<file path="src/sv/dts_pkg.sv">
`timescale 1ns / 1ps
`default_nettype none
package dts_pkg;

  localparam int MAX_TASKS    = 16;
  localparam int PERIOD_WIDTH = 16;
  localparam int DL_W         = PERIOD_WIDTH + 1;
  localparam int IDX_W        = $clog2(MAX_TASKS);
  localparam int ID_W         = 4;
  localparam int CODE_W       = 5;
  localparam int CNT_W        = 5;
  localparam int REQ_W        = 3;

  localparam logic [CODE_W-1:0] IDLE_CODE = CODE_W'(MAX_TASKS);
  localparam logic [DL_W-1:0]   NO_DEADLINE = {DL_W{1'b1}};

  typedef enum logic [REQ_W-1:0] {
    REQ_LOAD    = 3'd0,
    REQ_UNBLOCK = 3'd1,
    REQ_TICK    = 3'd2,
    REQ_EXIT    = 3'd3,
    REQ_BLOCK   = 3'd4,
    REQ_DEFINE  = 3'd5
  } req_t;

  typedef enum logic [1:0] {
    ST_IDLE,
    ST_SCAN,
    ST_DELIVER
  } state_t;

  // table update broadcast to every cell
  typedef struct packed {
    logic                    set_rdy;
    logic                    define;
    logic [PERIOD_WIDTH-1:0] period;
    logic                    drop;
    logic                    drop_dl;
    logic [IDX_W-1:0]        cur;
    logic [ID_W-1:0]         id;
  } cmd_t;

  // best candidate so far, handed from cell to cell
  typedef struct packed {
    logic            found_ap;
    logic            found_per;
    logic [IDX_W-1:0] idx;
    logic [DL_W-1:0] dl;
  } cand_t;

endpackage
`default_nettype wire

</file>
<file path="src/sv/dts_cell.sv">
`timescale 1ns / 1ps
`default_nettype none
module dts_cell (
  input  wire logic                      clk,
  input  wire logic                      rst,
  input  wire logic [dts_pkg::IDX_W-1:0] index,
  input  wire logic [dts_pkg::CNT_W-1:0] active_count,
  input  wire dts_pkg::cmd_t             cmd,
  input  wire logic                      cand_in_vld,
  input  wire dts_pkg::cand_t            cand_in,
  output logic                           cand_out_vld,
  output dts_pkg::cand_t                 cand_out,
  output logic                           aper
);

  logic                      ready;
  logic [dts_pkg::DL_W-1:0]  dl;
  logic                      own_rdy;
  logic                      hit_id;
  logic                      hit_cur;
  dts_pkg::cand_t            cand_next;

  assign hit_id  = (cmd.id == dts_pkg::ID_W'(index));
  assign hit_cur = (cmd.cur == index);
  assign own_rdy = ready && (dts_pkg::CNT_W'(index) < active_count);

  // ready bit
  always_ff @(posedge clk) begin
    if (rst) begin
      ready <= 1'b0;
    end else if (cmd.set_rdy && hit_id) begin
      ready <= 1'b1;
    end else if (cmd.drop && hit_cur) begin
      ready <= 1'b0;
    end
  end

  // aperiodic flag and deadline
  always_ff @(posedge clk) begin
    if (cmd.define && hit_id) begin
      if (cmd.period == '0) begin
        aper <= 1'b1;
        dl   <= dts_pkg::NO_DEADLINE;
      end else begin
        aper <= 1'b0;
        dl   <= {1'b0, cmd.period};
      end
    end else if (cmd.drop && cmd.drop_dl && hit_cur && !aper) begin
      dl <= dts_pkg::NO_DEADLINE;
    end
  end

  // merge own entry into the passing candidate
  always_comb begin
    cand_next = cand_in;
    if (!cand_in.found_ap && own_rdy) begin
      if (aper) begin
        cand_next.found_ap  = 1'b1;
        cand_next.found_per = 1'b0;
        cand_next.idx       = index;
        cand_next.dl        = dl;
      end else if (!cand_in.found_per || ($signed(dl) < $signed(cand_in.dl))) begin
        cand_next.found_ap  = 1'b0;
        cand_next.found_per = 1'b1;
        cand_next.idx       = index;
        cand_next.dl        = dl;
      end
    end
  end

  always_ff @(posedge clk) begin
    if (rst) begin
      cand_out_vld <= 1'b0;
    end else begin
      cand_out_vld <= cand_in_vld;
    end
  end

  always_ff @(posedge clk) begin
    if (cand_in_vld) begin
      cand_out <= cand_next;
    end
  end

endmodule
`default_nettype wire

</file>
<file path="src/sv/deadline_task_scheduler.sv">
`timescale 1ns / 1ps
`default_nettype none
// channel   dir  bits  contents
// s_axis    in   32+3  request word: task_id, current_task, period_value; tuser req_type
// m_axis    out  8     next_task
// cfg       in   5     task_count, written when cfg_we is high
//
// Load, unblock and define give no word. Exit, block and a tick on a periodic,
// idle or out-of-range task launch a scan wave down the row of task cells, one
// cell per cycle, whose result goes to the output register. A tick that keeps an
// aperiodic task skips the scan and goes straight to the deliver state.
// Reset clears all ready bits and sets task_count to 16. A stalled m_axis holds
// its word; the next request is taken once the result has moved into it.
module deadline_task_scheduler (
  input  wire logic                      clk,
  input  wire logic                      rst,
  input  wire logic                      s_axis_tvalid,
  output logic                           s_axis_tready,
  // [3:0] task_id, [8:4] current_task, [24:9] period_value
  input  wire logic [31:0]               s_axis_tdata,
  // [2:0] req_type
  input  wire logic [dts_pkg::REQ_W-1:0] s_axis_tuser,
  output logic                           m_axis_tvalid,
  input  wire logic                      m_axis_tready,
  // [4:0] next_task
  output logic [7:0]                     m_axis_tdata,
  input  wire logic                      cfg_we,
  input  wire logic [dts_pkg::CNT_W-1:0] cfg_wdata
);

  dts_pkg::state_t                state;
  dts_pkg::state_t                state_next;
  logic [dts_pkg::CNT_W-1:0]      task_count;
  logic [dts_pkg::CNT_W-1:0]      active_count;
  logic                           launch;
  logic [dts_pkg::CODE_W-1:0]     res;
  logic                           load_out;

  dts_pkg::req_t                  req;
  logic [dts_pkg::ID_W-1:0]       task_id;
  logic [dts_pkg::CODE_W-1:0]     cur;
  logic [dts_pkg::PERIOD_WIDTH-1:0] period;
  logic                           accept;
  logic                           is_sched;
  logic                           cur_valid;
  logic                           keep;
  dts_pkg::cmd_t                  cmd;

  logic                           vld  [dts_pkg::MAX_TASKS+1];
  dts_pkg::cand_t                 cand [dts_pkg::MAX_TASKS+1];
  logic [dts_pkg::MAX_TASKS-1:0]  aper_vec;
  logic                           scan_done;
  dts_pkg::cand_t                 scan_res;

  // request word fields
  assign req     = dts_pkg::req_t'(s_axis_tuser);
  assign task_id = s_axis_tdata[3:0];
  assign cur     = s_axis_tdata[8:4];
  assign period  = s_axis_tdata[24:9];
  assign accept  = s_axis_tvalid && s_axis_tready;

  assign active_count = (task_count > dts_pkg::CNT_W'(dts_pkg::MAX_TASKS))
                        ? dts_pkg::CNT_W'(dts_pkg::MAX_TASKS) : task_count;
  assign cur_valid = (cur != dts_pkg::IDLE_CODE) &&
                     (dts_pkg::CNT_W'(cur) < active_count);
  assign keep = cur_valid && aper_vec[cur[dts_pkg::IDX_W-1:0]];

  // decode request into table command
  always_comb begin
    cmd         = '0;
    cmd.period  = period;
    cmd.cur     = cur[dts_pkg::IDX_W-1:0];
    cmd.id      = task_id;
    is_sched    = 1'b0;
    case (req)
      dts_pkg::REQ_LOAD, dts_pkg::REQ_UNBLOCK: begin
        cmd.set_rdy = accept;
      end
      dts_pkg::REQ_DEFINE: begin
        cmd.define = accept;
      end
      dts_pkg::REQ_TICK: begin
        is_sched = 1'b1;
      end
      dts_pkg::REQ_EXIT: begin
        is_sched    = 1'b1;
        cmd.drop    = accept && cur_valid;
        cmd.drop_dl = 1'b1;
      end
      dts_pkg::REQ_BLOCK: begin
        is_sched = 1'b1;
        cmd.drop = accept && cur_valid;
      end
      default: begin
        is_sched = 1'b0;
      end
    endcase
  end

  // configuration register
  always_ff @(posedge clk) begin
    if (rst) begin
      task_count <= dts_pkg::CNT_W'(16);
    end else if (cfg_we) begin
      task_count <= cfg_wdata;
    end
  end

  // row of task cells, the scan wave enters at cell 0
  assign vld[0]  = launch;
  assign cand[0] = '0;

  for (genvar i = 0; i < dts_pkg::MAX_TASKS; i++) begin : g_cell
    dts_cell u_cell (
      .clk          (clk),
      .rst          (rst),
      .index        (dts_pkg::IDX_W'(i)),
      .active_count (active_count),
      .cmd          (cmd),
      .cand_in_vld  (vld[i]),
      .cand_in      (cand[i]),
      .cand_out_vld (vld[i+1]),
      .cand_out     (cand[i+1]),
      .aper         (aper_vec[i])
    );
  end

  assign scan_done = vld[dts_pkg::MAX_TASKS];
  assign scan_res  = cand[dts_pkg::MAX_TASKS];

  // next state
  always_comb begin
    state_next = state;
    case (state)
      dts_pkg::ST_IDLE: begin
        if (accept && is_sched) begin
          state_next = keep && (req == dts_pkg::REQ_TICK)
                       ? dts_pkg::ST_DELIVER : dts_pkg::ST_SCAN;
        end
      end
      dts_pkg::ST_SCAN: begin
        if (scan_done) begin
          state_next = dts_pkg::ST_DELIVER;
        end
      end
      dts_pkg::ST_DELIVER: begin
        if (load_out) begin
          state_next = dts_pkg::ST_IDLE;
        end
      end
      default: begin
        state_next = dts_pkg::ST_IDLE;
      end
    endcase
  end

  // control outputs
  always_comb begin
    s_axis_tready = 1'b0;
    load_out      = 1'b0;
    case (state)
      dts_pkg::ST_IDLE: begin
        s_axis_tready = 1'b1;
      end
      dts_pkg::ST_DELIVER: begin
        load_out = !m_axis_tvalid || m_axis_tready;
      end
      default: begin
        s_axis_tready = 1'b0;
      end
    endcase
  end

  always_ff @(posedge clk) begin
    if (rst) begin
      state  <= dts_pkg::ST_IDLE;
      launch <= 1'b0;
    end else begin
      state  <= state_next;
      launch <= accept && is_sched && !(keep && (req == dts_pkg::REQ_TICK));
    end
  end

  // held result
  always_ff @(posedge clk) begin
    if (state == dts_pkg::ST_IDLE && accept) begin
      res <= cur;
    end else if (state == dts_pkg::ST_SCAN && scan_done) begin
      res <= (scan_res.found_ap || scan_res.found_per)
             ? dts_pkg::CODE_W'(scan_res.idx) : dts_pkg::IDLE_CODE;
    end
  end

  // output word register
  always_ff @(posedge clk) begin
    if (rst) begin
      m_axis_tvalid <= 1'b0;
    end else if (load_out) begin
      m_axis_tvalid <= 1'b1;
    end else if (m_axis_tready) begin
      m_axis_tvalid <= 1'b0;
    end
  end

  always_ff @(posedge clk) begin
    if (load_out) begin
      m_axis_tdata <= {(8 - dts_pkg::CODE_W)'(0), res};
    end
  end

endmodule
`default_nettype wire

</file>
<file path="config.mk">
export PLATFORM = sky130hd
export DESIGN_NAME = deadline_task_scheduler
export DESIGN_NICKNAME = d
export VERILOG_FILES = /design/src/sv/dts_pkg.sv /design/src/sv/dts_cell.sv /design/src/sv/deadline_task_scheduler.sv
export SDC_FILE = /design/constraint.sdc
export NUM_CORES = 1
export LEC_CHECK = 0
export ABC_AREA = 1
export BUFFER_PORTS_ARGS = -buffer_cell sky130_fd_sc_hd__buf_4
export CAP_MARGIN = 20
export CORE_ASPECT_RATIO = 2
export CORE_MARGIN = 4
export CORE_UTILIZATION = 45
export CTS_BUF_LIST = sky130_fd_sc_hd__clkbuf_16
export CTS_CLUSTER_SIZE = 25
export DETAILED_ROUTE_END_ITERATION = 6
export GPL_TIMING_DRIVEN = 0
export SLEW_MARGIN = 40
export SYNTH_ARGS = -nofsm -noshare
export SYNTH_HDL_FRONTEND = slang
export SYNTH_SLANG_ARGS = --single-unit
</file>
<file path="constraint.sdc">
create_clock -name clk -period 8.71 [get_ports clk]
set_input_delay 0.4355 -clock clk [delete_from_list [all_inputs] [get_ports clk]]
set_output_delay 0.4355 -clock clk [all_outputs]
set_load 0.03 [all_outputs]
</file>
==> summary.txt <==
Setup path
  • Cell count along the critical path: 15
  • CP Buf/Inv Count: 4
  • Cell Chain, Critical Path: inv_2 -> nand3_1 -> nand2_1 -> nand2_1 -> ha_1 -> nand2_1 -> inv_1 -> nor2_1 -> o21ai_0 -> nor2_1 -> and2_1 -> nand3_1 -> buf_2 -> o21ai_4 -> buf_6
  • Most used cell, CP: nand2_1
  • CP Max Fanout: 10
  • Cell family with most CP delay: simple AND/OR/NAND/NOR gates
  • CP Class: register to register
  • Crit. End Element: register
  • R2R Path End: g_cell[1].u_cell.dl[14]
  • CP Capture Point: g_cell[1].u_cell.dl[14]
  • Critical Path AT: 4.08 ns
  • Critical path origin: task_count[2]
  • Critical path's slowest cell: nand3_1
  • Reg2Reg Launch Point: task_count[2]
  • Data required, critical path: 9.07 ns
  • CP max stage delay: 0.57 ns
  • R2R Setup Slk: 4.99 ns
  • Worst Reg2Reg Path Length in Cells: 15
  • Startpoint Class: register

Floorplan
  • Die height: 400 µm
  • Row count: 143
  • Die ar.: 81800 µm²
  • Core area: 76200 µm²
  • Initial Util: 45.5%
  • I/O pins: 55
  • Die Wd: 204 µm

Synth
  • Mapped Cells: 3695
  • Largest family of logic cells by synthesized area: simple AND/OR/NAND/NOR gates
  • Synth Area in Compound Gates: 3.46%
  • Avg Cell Area, Syn: 9.38 µm²
  • Largest area contributor in the netlist: edfxtp_1
  • Ys Warns: 0
  • Post-synth ARST share: 0%
  • Synth top area share: 54.9%
  • Post-synth cell types: 41
  • Post-synthesis adder-cell area fraction: 8.81%
  • Post-Synth XOR/XNOR Area: 0%
  • Post-synthesis cell area: 34700 µm²
  • Simple-gate portion of the synthesized area: 22.2%
  • Ys flop type: edfxtp_1
  • Largest cells by area after synthesis: edfxtp_1 (55%), nand2_1 (14%), ha_1 (8.8%)
  • Register area share after synthesis: 57.3%
  • Synth Register Bits: 675
  • Number of enable flip-flop cells after synthesis: 634
  • Mux contribution to synthesized area: 0%

Route
  • Antenna viol nets, final: 0
  • Drt via density: 5.09
  • # DRC: 0
  • Average wire per standard cell: 20.3 µm
  • Final wirelength: 99.5 mm
  • First-pass detailed-route iteration total: 6
  • Vias: 24920
  • Initial DRC count: 1319

Place
  • Port bufs: 43
  • GP Congestion: 0.946
  • Dpl hpwl: 78.7 mm
  • Pre-CTS WS: 4.99 ns

Min path
  • Hold Path Origin: m_axis_tready
  • Hold Path Class: input pin to register

Global routing
  • GR Util All Layers: 24.2%
  • Vias in the first global route: 25450
  • First-pass GRT wire length: 148 mm
  • Pin count of the biggest net entering global routing: 26
  • Initial antenna violation count: 3
  • GR Overflow Total: 0

Power
  • Cell Pwr Density: 161 nW/µm²
  • VDD IR-drop max: 0.196 mV
  • LEAKAGE: 17.9 nW

STA
  • Final worst setup slack: 4.99 ns
  • Final Critical Period: 3.72 ns
  • Final Cycle Share: 42.7%
  • Achievable Freq: 269 MHz
  • Setup Skew: 0.0405 ns
  • Max-slew violation count: 0
  • Setup repair after global routing missed its margin: no
  • Setup TNS: 0 ns
  • Worst hold slack: 0.0686 ns
  • Max_slew headroom: 42.6%
  • # setup viols final: 0
  • Worst-margin pin slew: 0.858 ns
  • Final Hold Fails: 0

Clock tree
  • CTS clock-pin slew for the worst setup and hold paths: 0.07 ns
  • Clk sinks: 675
  • CTS tree: yes
  • H-tree Lvls: 2
  • Clk buf depth: 3
  • Root Driver: clkbuf_16
  • Resize count post-CTS: 0
  • Worst skew pair latency: 0.67 ns
  • CTS Buf Count: 60

Layout
  • Layout cells sized above 1: 8.69%
  • # nets final: 4121
  • Layout area overhead: 12.3%
  • Fin util: 51.0%
  • Most frequent cells in the layout: nand2_1 (1254), edfxtp_1 (634), inv_1 (588)
  • Most common cell after layout, fill and taps aside: nand2_1

Status
  • Status: finished, final reports clean

Job
  • Max-cap violations: 0
## what timing repair did
action | in CTS | in global routing
buffers inserted | 0 | 0
hold buffers | 2 | 0
hold endpoints to repair | 1 | 0
## per-stage QoR
step                std cells  instance area (µm²)  power (W)
floorplan                3697                34700    0.00367
global placement         4755                36300    0.00377
detailed placement       4783                37000    0.00379
CTS                      4895                38900    0.00633
global route             4895                38900    0.00645
finish                   4897                38900    0.00628
## flip-flops by register name, summed over array words and instances (netlist names), 2 cells and up
name,flops
g_cell.u_cell.ready,16
state,2
res,5
g_cell.u_cell.cand_out,336
g_cell.u_cell.cand_out_vld,16
g_cell.u_cell.aper,16
m_axis_tdata,5
g_cell.u_cell.dl,272
task_count,5
## worst min-delay path by stage
stage | endpoint | slack (ns) | cells after the start
finish | m_axis_tvalid | 0.07 | 4
CTS | m_axis_tvalid | 0.03 | 4
global placement | m_axis_tdata[0] | 0.41 | 0
floorplan | m_axis_tdata[0] | 0.40 | 0
global route | m_axis_tvalid | 0.06 | 4
detailed placement | m_axis_tdata[0] | 0.41 | 0
## kinds of logic (layout without fill, tap and decap cells)
| kind of cell | Yosys count | after routing |
|---|---|---|
| compound gates | 213 | 213 |
| fa+ha+maj | 244 | 244 |
| buf+inv | 707 | 890 |
| flops | 675 | 675 |
| other cells | 1 | 5 |
| simple gates | 1855 | 1855 |
## synth_stat cells, types with 9 or more instances
| master | count |
|---|---|
| inv_1 | 575 |
| inv_2 | 16 |
| clkinv_1 | 16 |
| ha_1 | 244 |
| nand3_1 | 304 |
| nand2_1 | 1254 |
| nor2_1 | 231 |
| clkbuf_1 | 31 |
| buf_2 | 39 |
| nand2_2 | 9 |
| nor2_4 | 16 |
| dfxtp_1 | 41 |
| a21o_1 | 31 |
| edfxtp_1 | 634 |
| buf_6 | 16 |
| o21ai_0 | 68 |
| nand3_2 | 12 |
| a21oi_1 | 92 |
| buf_4 | 9 |
## cell type report
cell class,instances,area (µm²)
sequential,675,19900
fill,7161,37300
multi-input combinational,2315,12100
antenna,2,5.00
tap,1015,1270
timing repair buffer,73,910
inverter,608,2280
clock buffer,61,1530
clock inverter,49,317
buffer,99,594
## worst min-delay path, cell delays in order
cell,delay [ns]
buf_4,0.08
nor2_1,0.04
inv_1,0.06
a21oi_1,0.06
## metal layers
layer	track usage, %	wire (µm)
met4	17.1	8920
met5	0	14
met3	3.12	4010
met2	47.9	56100
met1	21.9	30500
## power breakdown
group          internal (W)  switching (W)  total (W)
Clock               0.00131        0.00125    0.00256
Combinational     0.0000537       0.000142   0.000196
Sequential          0.00351      0.0000132    0.00352
Power figures use the tool's default switching activity.
